File: src/rtl/lfp_pkg.sv
package lfp_pkg;

    // Header layout: 4 length bytes, 1 type byte, 4 request id bytes
    localparam logic [3:0]  LEN_BYTES     = 4'd4;
    localparam logic [3:0]  HDR_BYTES     = 4'd9;
    localparam logic [31:0] MIN_LEN       = 32'd5;
    localparam logic [31:0] MAX_LEN_RESET = 32'd4194304;

    // Default depth of the result queue between parser and output stage
    localparam int LFP_QUEUE_DEPTH = 4;

    // One result item
    typedef struct packed {
        logic [7:0]  msg_type;
        logic [31:0] request_id;
        logic [7:0]  body_byte;
        logic        byte_valid;
        logic        frame_end;
        logic        length_error;
    } t_result;

endpackage

File: src/rtl/lfp_front.sv
module lfp_front
    import lfp_pkg::*;
(
    input  logic        i_clk,
    input  logic        i_rst_n,
    input  logic        i_accept,
    input  logic [7:0]  i_rx_byte,
    input  logic        i_cfg_we,
    input  logic [31:0] i_cfg_wdata,
    output logic        o_res_valid,
    output t_result     o_res
);

    logic [31:0] r_max_len;
    logic [3:0]  r_hdr_cnt;
    logic [31:0] r_len;
    logic [7:0]  r_type;
    logic [31:0] r_id;
    logic [31:0] r_rem;

    logic [31:0] n_max_len;
    logic [3:0]  n_hdr_cnt;
    logic [31:0] n_len;
    logic [7:0]  n_type;
    logic [31:0] n_id;
    logic [31:0] n_rem;

    // Classify the accepted byte by header position and build its result
    always_comb begin
        n_max_len   = i_cfg_we ? i_cfg_wdata : r_max_len;
        n_hdr_cnt   = r_hdr_cnt;
        n_len       = r_len;
        n_type      = r_type;
        n_id        = r_id;
        n_rem       = r_rem;
        o_res_valid = 1'b0;
        o_res       = '0;
        if (i_accept) begin
            if (r_hdr_cnt < LEN_BYTES) begin
                n_len     = {r_len[23:0], i_rx_byte};
                n_hdr_cnt = r_hdr_cnt + 4'd1;
                if (r_hdr_cnt == LEN_BYTES - 4'd1 &&
                    (n_len > r_max_len || n_len < MIN_LEN)) begin
                    n_hdr_cnt          = '0;
                    n_len              = '0;
                    o_res_valid        = 1'b1;
                    o_res.length_error = 1'b1;
                end
            end else if (r_hdr_cnt == LEN_BYTES) begin
                n_type    = i_rx_byte;
                n_id      = '0;
                n_hdr_cnt = r_hdr_cnt + 4'd1;
            end else if (r_hdr_cnt < HDR_BYTES) begin
                n_id      = {r_id[23:0], i_rx_byte};
                n_hdr_cnt = r_hdr_cnt + 4'd1;
                if (r_hdr_cnt == HDR_BYTES - 4'd1) begin
                    n_rem = r_len - MIN_LEN;
                    // Empty body: one marker result closes the frame
                    if (r_len == MIN_LEN) begin
                        n_hdr_cnt        = '0;
                        n_len            = '0;
                        o_res_valid      = 1'b1;
                        o_res.msg_type   = r_type;
                        o_res.request_id = n_id;
                        o_res.frame_end  = 1'b1;
                    end
                end
            end else begin
                // Body byte: tag it and count down
                o_res_valid      = 1'b1;
                o_res.msg_type   = r_type;
                o_res.request_id = r_id;
                o_res.body_byte  = i_rx_byte;
                o_res.byte_valid = 1'b1;
                n_rem            = (r_rem != '0) ? r_rem - 32'd1 : '0;
                if (r_rem <= 32'd1) begin
                    n_hdr_cnt       = '0;
                    n_len           = '0;
                    o_res.frame_end = 1'b1;
                end
            end
        end
    end

    // Hold parser state
    always_ff @(posedge i_clk) begin
        if (!i_rst_n) begin
            r_max_len <= MAX_LEN_RESET;
            r_hdr_cnt <= '0;
        end else begin
            r_max_len <= n_max_len;
            r_hdr_cnt <= n_hdr_cnt;
        end
        r_len  <= n_len;
        r_type <= n_type;
        r_id   <= n_id;
        r_rem  <= n_rem;
    end

    // A rejected length always sends the parser back to the length field
    a_err_restart: assert property (@(posedge i_clk) disable iff (!i_rst_n)
        (o_res_valid && o_res.length_error) |=> (r_hdr_cnt == '0))
        else $error("parser did not restart after length error");

endmodule

File: src/rtl/lfp_queue.sv
module lfp_queue
    import lfp_pkg::*;
#(
    parameter int DEPTH = LFP_QUEUE_DEPTH
) (
    input  logic    i_clk,
    input  logic    i_rst_n,
    input  logic    i_wr,
    input  t_result i_wdata,
    output logic    o_full,
    input  logic    i_rd,
    output t_result o_rdata,
    output logic    o_empty
);

    localparam int PTR_W = (DEPTH > 1) ? $clog2(DEPTH) : 1;
    localparam int CNT_W = $clog2(DEPTH + 1);

    t_result            r_mem [DEPTH];
    logic [PTR_W-1:0]   r_wr_ptr;
    logic [PTR_W-1:0]   r_rd_ptr;
    logic [CNT_W-1:0]   r_count;
    logic [PTR_W-1:0]   n_wr_ptr;
    logic [PTR_W-1:0]   n_rd_ptr;
    logic [CNT_W-1:0]   n_count;

    assign o_full  = (r_count == CNT_W'(DEPTH));
    assign o_empty = (r_count == '0);
    assign o_rdata = r_mem[r_rd_ptr];

    // Advance pointers with wrap at the last entry
    always_comb begin
        n_wr_ptr = r_wr_ptr;
        n_rd_ptr = r_rd_ptr;
        n_count  = r_count;
        if (i_wr) begin
            n_wr_ptr = (r_wr_ptr == PTR_W'(DEPTH - 1)) ? '0 : r_wr_ptr + PTR_W'(1);
        end
        if (i_rd) begin
            n_rd_ptr = (r_rd_ptr == PTR_W'(DEPTH - 1)) ? '0 : r_rd_ptr + PTR_W'(1);
        end
        if (i_wr && !i_rd) begin
            n_count = r_count + CNT_W'(1);
        end else if (i_rd && !i_wr) begin
            n_count = r_count - CNT_W'(1);
        end
    end

    always_ff @(posedge i_clk) begin
        if (!i_rst_n) begin
            r_wr_ptr <= '0;
            r_rd_ptr <= '0;
            r_count  <= '0;
        end else begin
            r_wr_ptr <= n_wr_ptr;
            r_rd_ptr <= n_rd_ptr;
            r_count  <= n_count;
        end
    end

    // Store the incoming result
    always_ff @(posedge i_clk) begin
        if (i_wr) begin
            r_mem[r_wr_ptr] <= i_wdata;
        end
    end

    a_no_overflow: assert property (@(posedge i_clk) disable iff (!i_rst_n)
        o_full |-> !i_wr)
        else $error("write into full result queue");

    a_no_underflow: assert property (@(posedge i_clk) disable iff (!i_rst_n)
        o_empty |-> !i_rd)
        else $error("read from empty result queue");

    a_count_up: assert property (@(posedge i_clk) disable iff (!i_rst_n)
        (i_wr && !i_rd) |=> (r_count == $past(r_count) + CNT_W'(1)))
        else $error("queue count did not follow a write");

endmodule

File: src/rtl/lfp_back.sv
module lfp_back
    import lfp_pkg::*;
(
    input  logic    i_clk,
    input  logic    i_rst_n,
    input  logic    i_q_empty,
    input  t_result i_q_data,
    output logic    o_q_rd,
    input  logic    i_pop,
    output logic    o_empty,
    output t_result o_res
);

    logic    r_valid;
    t_result r_res;

    // Refill the output register when it is free or being taken
    assign o_q_rd  = !i_q_empty && (!r_valid || i_pop);
    assign o_empty = !r_valid;
    assign o_res   = r_res;

    always_ff @(posedge i_clk) begin
        if (!i_rst_n) begin
            r_valid <= 1'b0;
        end else if (o_q_rd) begin
            r_valid <= 1'b1;
        end else if (i_pop) begin
            r_valid <= 1'b0;
        end
        if (o_q_rd) begin
            r_res <= i_q_data;
        end
    end

endmodule

File: src/rtl/length_prefixed_frame_parser.sv
// Length-prefixed frame parser.
// Input channel: one received byte on i_rx_byte per transfer, taken at a
// clock edge with push high and full low. Frames are a 4-byte big-endian
// length, a type byte, a 4-byte big-endian request id, then the body.
// Result channel: while empty is low the oldest result sits on the o_ ports;
// pop high at a clock edge takes it. Each body byte gives one result tagged
// with type and id; the last is marked o_frame_end. An empty body gives one
// marker result, a length above the maximum or below 5 gives an error result.
// Throughput is one byte per cycle while full is low; a result reaches the o_ ports
// through the queue and the output register after the transfer of its byte (the
// queue takes it at that edge, then the output register loads it), later if older results are still waiting.
// Configuration: i_cfg_we writes i_cfg_wdata as the maximum length; write it
// only while the block is idle.
// Reset: parser waits for a length field, queue and output register empty,
// maximum length 4194304.
// Stall: results build up in the queue (QUEUE_DEPTH entries) plus the output
// register; full rises once the queue is full and clears as pop drains it.
module length_prefixed_frame_parser
    import lfp_pkg::*;
#(
    parameter int QUEUE_DEPTH = LFP_QUEUE_DEPTH
) (
    input  logic        i_clk,
    input  logic        i_rst_n,
    input  logic        push,
    output logic        full,
    input  logic [7:0]  i_rx_byte,
    input  logic        i_cfg_we,
    input  logic [31:0] i_cfg_wdata,
    output logic        empty,
    input  logic        pop,
    output logic [7:0]  o_msg_type,
    output logic [31:0] o_request_id,
    output logic [7:0]  o_body_byte,
    output logic        o_byte_valid,
    output logic        o_frame_end,
    output logic        o_length_error
);

    logic    accept;
    logic    res_valid;
    t_result res;
    logic    q_empty;
    logic    q_rd;
    t_result q_data;
    t_result out_res;

    assign accept = push && !full;

    lfp_front u_front (
        .i_clk       (i_clk),
        .i_rst_n     (i_rst_n),
        .i_accept    (accept),
        .i_rx_byte   (i_rx_byte),
        .i_cfg_we    (i_cfg_we),
        .i_cfg_wdata (i_cfg_wdata),
        .o_res_valid (res_valid),
        .o_res       (res)
    );

    lfp_queue #(
        .DEPTH (QUEUE_DEPTH)
    ) u_queue (
        .i_clk   (i_clk),
        .i_rst_n (i_rst_n),
        .i_wr    (res_valid),
        .i_wdata (res),
        .o_full  (full),
        .i_rd    (q_rd),
        .o_rdata (q_data),
        .o_empty (q_empty)
    );

    lfp_back u_back (
        .i_clk     (i_clk),
        .i_rst_n   (i_rst_n),
        .i_q_empty (q_empty),
        .i_q_data  (q_data),
        .o_q_rd    (q_rd),
        .i_pop     (pop),
        .o_empty   (empty),
        .o_res     (out_res)
    );

    // Drive result fields
    assign o_msg_type     = out_res.msg_type;
    assign o_request_id   = out_res.request_id;
    assign o_body_byte    = out_res.body_byte;
    assign o_byte_valid   = out_res.byte_valid;
    assign o_frame_end    = out_res.frame_end;
    assign o_length_error = out_res.length_error;

endmodule

File: config.mk
export PLATFORM = sky130hd
export DESIGN_NAME = length_prefixed_frame_parser
export DESIGN_NICKNAME = d
export VERILOG_FILES = /design/src/rtl/lfp_pkg.sv /design/src/rtl/lfp_front.sv /design/src/rtl/lfp_queue.sv /design/src/rtl/lfp_back.sv /design/src/rtl/length_prefixed_frame_parser.sv
export SDC_FILE = /design/constraint.sdc
export NUM_CORES = 1
export LEC_CHECK = 0
export ABC_AREA = 1
export BUFFER_PORTS_ARGS = -buffer_cell sky130_fd_sc_hd__clkbuf_2
export CAP_MARGIN = 40
export CORE_UTILIZATION = 60
export DETAILED_ROUTE_END_ITERATION = 6
export GPL_ROUTABILITY_DRIVEN = 1
export PLACE_DENSITY = 0.89
export SKIP_LAST_GASP = 1
export SLEW_MARGIN = 0
export SYNTH_ARGS = -nofsm -noshare
export SYNTH_HDL_FRONTEND = slang
export SYNTH_HIERARCHICAL = 1
export SYNTH_SLANG_ARGS = --single-unit
File: constraint.sdc
create_clock -name i_clk -period 5.8 [get_ports i_clk]
set_input_delay 1.16 -clock i_clk [delete_from_list [all_inputs] [get_ports i_clk]]
set_output_delay 1.16 -clock i_clk [all_outputs]
set_load 0.02 [all_outputs]
Word level (Yosys, flattened, before mapping)
Memories as Yosys holds them, arrays and structs flattened. A register that Yosys moved wholly into a read port is not among the register bits.
Cells that the tools add are included.
{ "word_totals": {"register_bits": 148, "ram_bits": 204, "input_bits": 45, "wordCells": 103, "memories": 1} }
{ "op_classes": {"n_addsub": 7, "order_cmp": 5, "eq_ne": 11, "mux": 43, "n_bitwise": 2, "reduce_logical": 24} }
{ "memory_table": {"columns": ["memory", "depth", "width", "read_ports", "rd_clocked_by_memory_dff", "write_ports", "line", "source"], "rows": [
  ["u_queue.r_mem", 4, 51, 1, 1, 1, "lfp_queue.sv:19", "t_result r_mem [DEPTH];"]
]} }
{ "ops": {"columns": ["cell", "count"], "rows": [
  ["$mux W32", 11],
  ["$mux W40", 3],
  ["$mux W50", 2],
  ["$mux W51", 1],
  ["$eq A32 B3 Y1 const B", 1],
  ["$gt A32 B32 Y1", 1],
  ["$le A32 B1 Y1 const B", 1],
  ["$lt A32 B3 Y1 const B", 1],
  ["$reduce_bool A32 Y1", 1],
  ["$sub A32 B1 Y32 const B", 1],
  ["$sub A32 B3 Y32 const B", 1],
  ["$mux W4", 7],
  ["$mux W1", 14],
  ["$mux W9", 1],
  ["$mux W3", 2],
  ["$ne A3 B2 Y1 const B", 2],
  ["$reduce_and A3 Y1", 2],
  ["$reduce_bool A2 Y1", 3],
  ["$logic_and A1 B1 Y1", 5],
  ["$logic_not A1 Y1", 5],
  ["$reduce_and A5 Y1", 1],
  ["$add A2 B1 Y2 const B", 2],
  ["$add A4 B1 Y4 const B", 1],
  ["$eq A2 B2 Y1 const B", 2],
  ["18 further kinds", 21]
]} }

Depth between registers and ports, before layout
{ "logic_depth": {"word_depth": 11, "mapped_depth": 28} }

Hierarchy
The synthesis kept the hierarchy.
{ "modules_own_cells": {"columns": ["module", "n_inst", "cells_each", "area_per_inst_um2", "seq_area_each_um2"], "rows": [
  ["lfp_front", 1, 986, 8279.2, 3843.7],
  ["lfp_queue", 1, 552, 8061.5, 6306.0],
  ["lfp_back", 1, 58, 1580.3, 1551.5],
  ["length_prefixed_frame_parser", 1, 2, 10.0, 0.0]
]} }

Worst setup path after synthesis
OpenSTA, ideal clock, no wires.
{ "synth_timing": {"kind": "input to register", "from": "input pop", "to": "register u_queue.r_count[1]", "arrival_ps": 5140, "slack_ps": 545, "stages": 8, "cell_sequence": "inv_1 > a21oi_1 > inv_1 > ha_1 > inv_1 > fa_1 > o21ai_0 > nor2_1"} }
{ "synth_via": {"elab_chain_len": 5} }
{ "synth_lines": {"columns": ["item", "line", "source"], "rows": [
  ["start: declaration", "length_prefixed_frame_parser.sv:31", "input logic pop,"],
  ["$logic_or A1 B1 Y1", "lfp_back.sv:18", "assign o_q_rd = !i_q_empty && (!r_valid || i_pop);"],
  ["$logic_and A1 B1 Y1", "lfp_back.sv:18", null],
  ["via q_rd", "length_prefixed_frame_parser.sv:44", "logic q_rd;"],
  ["$logic_not A1 Y1", "lfp_queue.sv:42", "if (i_wr && !i_rd) begin"],
  ["$logic_and A1 B1 Y1", "lfp_queue.sv:42", null],
  ["$mux W3", "lfp_queue.sv:42", null],
  ["via u_queue.n_count[1]", "lfp_queue.sv:25", "logic [CNT_W-1:0] n_count;"],
  ["end signal: assignment", "lfp_queue.sv:57", "r_count <= n_count;"],
  ["end: declaration", "lfp_queue.sv:22", "logic [CNT_W-1:0] r_count;"]
]} }
The timed path passes the listed nets, and every way through them passes these cells.
A chain may end at the register's enable or synchronous reset.

Final worst setup path
{ "layout_timing": {"from": "register u_front.r_len[23]", "to": "memory u_queue/r_mem[1][11] (netlist bit), enable pin"} }
{ "layout_via": {"elab_chain_len": 9} }
{ "layout_lines": {"columns": ["item", "line", "source"], "rows": [
  ["start: declaration", "lfp_front.sv:16", "logic [31:0] r_len;"],
  ["start signal: assignment", "lfp_front.sv:94", "r_len <= n_len;"],
  ["parallel branches: the longest is 5 deep, another holds $gt A32 B32 Y1", null, null],
  ["$mux W1 *", "lfp_front.sv:39", "if (r_hdr_cnt < LEN_BYTES) begin"],
  ["$mux W1 *", "lfp_front.sv:38", "if (i_accept) begin"],
  ["via res_valid", "length_prefixed_frame_parser.sv:41", "logic res_valid;"],
  ["$mux W1 *", "lfp_queue.sv:63", "if (i_wr) begin"],
  ["$mux W1 (not written as such) *", "lfp_queue.sv:64", "r_mem[r_wr_ptr] <= i_wdata;"],
  ["end: declaration", "lfp_queue.sv:19", null]
]} }
Mark *: on every way through the listed nets, which the timed path passes.

==> impl_metrics.yaml <==
min_path:
  holdCritPathClass: "flop to flop"
logic_synthesis:
  synth.avg_cell_area_um2: 11.2
  yosysTopAreaCell: "edfxtp_1"
  ys_top_cells_by_count: "edfxtp_1, nor2_1, inv_1"
  async_flop_share_pct: 0
  synth_seq_cells: 405
  ys_types: 48
  synthCells: 1598
  syn_nets: 1688
  syn_area_um2: 17900
  yosysSeqAreaShare_pct: 65.3
  synth_edf_count: 359
  synthTopCellsByArea: "edfxtp_1, nor2_1, dfxtp_1, inv_1, nand2_1"
  ys.flop_type: "edfxtp_1"
  synth_most_common_cell: "edfxtp_1"
  yosysTopAreaCellShare_pct: 60.1
  synth_warnings: 6
placement:
  gp_congestion: 0.898
  dp_hpwl_um: 27200
  portBuffers: 97
  placed_area_um2: 18800
global_route:
  grt.overflow.total: 0
  grt_pass1_wl_um: 65700
  gr-usage-met2_pct: 47.8
  grtUsageMet1_pct: 33.0
  gr-usage-met3_pct: 4.09
  grt_usage_pct: 27.6
  gr-max-usage-layer: "met2"
  grt_max_degree: 70
  antenna_found_initial: 0
  grt_pass1_vias: 12700
cells_and_area:
  fillerInstances: 1826
  drive_gt1_share_pct: 14.5
  ff_latch_area_um2: 11700
  nNetsFinal: 1787
  utilization_pct: 69.4
  final_area_um2: 20100
  multi_input_area_um2: 5200
  n_antenna_cell: 0
  area_delta_synth_final_pct: 12.3
timing:
  setup_viol: 0
  rsz0062_at_grt: "no"
  tns_ns: 0
  period_minus_slack_ns: 4.17
  fin_skew_ns: 0.0417
  tightest_slew_ns: 0.812
  relSlewSlack_pct: 45.8
  fin_crit_sh_pct: 72.0
  hold_violations: 0
  timing.fmax_ghz: 0.240
  drv_slew: 0
detailed_routing:
  dr.pass1.iters: 7
  drc: 1
  vias: 13000
  wirelength_um: 42400
  ant_nets: 0
  wl_per_cell_um: 20.1
  drt_iter0_markers: 1779
  vias_per_cell: 6.15
floorplanning:
  dieArea_um2: 30600
  num_rows: 62
  die_x_um: 175
  start_util_pct: 61.8
  pin_count: 98
  core-area_um2: 29000
  die_h_um: 175
clock_tree:
  cts.sinks: 405
  postCtsHoldBufs: 0
  cts_resized: 0
  cts_setup_buffers: 0
  insertion_delay_ns: 0.55
  cts_max_path_buffers: 3
  cts.clk_slew.worst_paths_ns: 0.06
  cts_made_buffers: 41
  root_buffer: "clkbuf_16"
  tritoncts: "yes"
  htree_levels: 2
setup_path:
  end_kind: "flop"
  crit_required_ns: 6.00
  crit_type: "flop to flop"
  start_kind: "flop"
  critical_path.max_fanout: 34
  worstPathArrival_ns: 4.37
power:
  intPower_mw: 5.94
  cellLeakagePower_nw: 7.69
  seq_power_share_pct: 44.5
  clkPwrFrac_pct: 30.4
  ir_drop_uv: 265
  p_sw_share_pct: 32.4
  power_density_nw_per_um2: 436
  p_sw_mw: 2.84
  comb_power_share_pct: 25.1
run_status:
  violations: "DRC"
  status: "finished with violations"
flow_run:
  maxCapViolations: 0
-- power groups by stage --
stage          Sequential (mW)  Clock, mW  Combinational, mW
4_1_cts                   3.91       2.68               2.18
5_1_grt                   3.95       2.80               2.39
2_1_floorplan             4.20          0               1.29
6_report                  3.91       2.67               2.21
3_5_place_dp              3.97          0               2.13
3_3_place_gp              3.95          0               2.00
-- through the flow --
| stage | power (mW) | instances | setup slack, ns | hold WS [ns] |
|---|---|---|---|---|
| floorplan | 5.49 | 1598 | 0.545 | 0.435 |
| global placement | 5.96 | 2034 | 1.43 | 0.456 |
| detailed placement | 6.10 | 2038 | 1.29 | 0.454 |
| CTS | 8.77 | 2113 | 1.74 | 0.466 |
| global route | 9.13 | 2113 | 1.53 | 0.477 |
| finish | 8.79 | 2113 | 1.63 | 0.464 |
-- sequential cells by signal, indices dropped and copies added, names as in the netlist, 3 cells and up, named ones only --
signal             count
u_front/r_hdr_cnt      4
u_queue/r_mem        204
u_front/r_len         32
u_front/r_max_len     32
u_front/r_type         8
u_front/r_id          32
u_front/r_rem         32
u_queue/r_count        3
u_back/o_res          51
-- layout make-up --
class	instances	share of cell area [%]
Clock buffer	58	5.97
Clock inverter	17	0.950
Inverter	174	3.24
Multi-Input combinational cell	955	25.8
Sequential cell	405	58.1
Tap cell	384	2.39
Timing Repair Buffer	120	3.55
-- path summary, 6_finish.rpt --
path | slack (ns) | depth (start not counted) | to | from
setup / recovery | 1.63 | 16 | u_queue/r_mem[1][11] | u_front/r_len[23]
hold / removal | 0.46 | 2 | u_front/r_max_len[31] | u_front/r_max_len[31]
setup reg to reg | 1.63 | 16 | u_queue/r_mem[1][11] | u_front/r_len[23]
hold reg to reg | 0.46 | 2 | u_front/r_max_len[31] | u_front/r_max_len[31]
-- cells by family (layout without fill, tap and decap cells) --
family | count (synthesis) | after routing | share of synthesized area [%]
AOI/OAI and AO/OA | 339 | 339 | 10.8
xor gates and xnor gates | 36 | 36 | 1.76
adders and majority gates | 45 | 45 | 3.18
buffers and inverters | 238 | 369 | 5.92
DFF | 405 | 405 | 65.3
and+or+nand+nor | 535 | 535 | 13.1
-- cell usage in the layout, fill, tap and decap left out, types with 20 or more instances in the layout --
cell type,synthesis,layout
ha_1,44,44
a22oi_1,33,33
o22ai_1,68,68
dfxtp_1,46,45
nand3_1,22,22
nor2_1,271,269
edfxtp_1,359,359
inv_1,165,161
nor2_2,18,20
clkbuf_2,2,97
o21ai_0,97,97
xor2_1,28,28
a21oi_1,61,60
nand2_1,149,149
o21ai_1,61,61
clkbuf_16,0,43
-- worst max-delay path, stage by stage, from the launching register on --
cell      delay [ns]
edfxtp_1        0.51
ha_1            0.36
nand2_1         0.09
nor2_1          0.19
nand2_1         0.14
nor2_1          0.27
nand2_1         0.09
nand2_1         0.07
nand2_1         0.08
nand2_2         0.07
nand2_2         0.08
nand2_4         0.35
nand2_1         0.16
nor2_1          0.36
nand2_1         0.13
inv_2           0.48
buf_4           0.37
-- metal layers --
| layer | part of all wire [%] | up-vias |
|---|---|---|
| met2 | 50 | 908 |
| met1 | 36 | 6125 |
| met4 | 5.5 | 0 |
| met5 | 0 | - |
| li1 | - | 5782 |
| met3 | 9.0 | 180 |
Power figures use the tool's default switching activity.
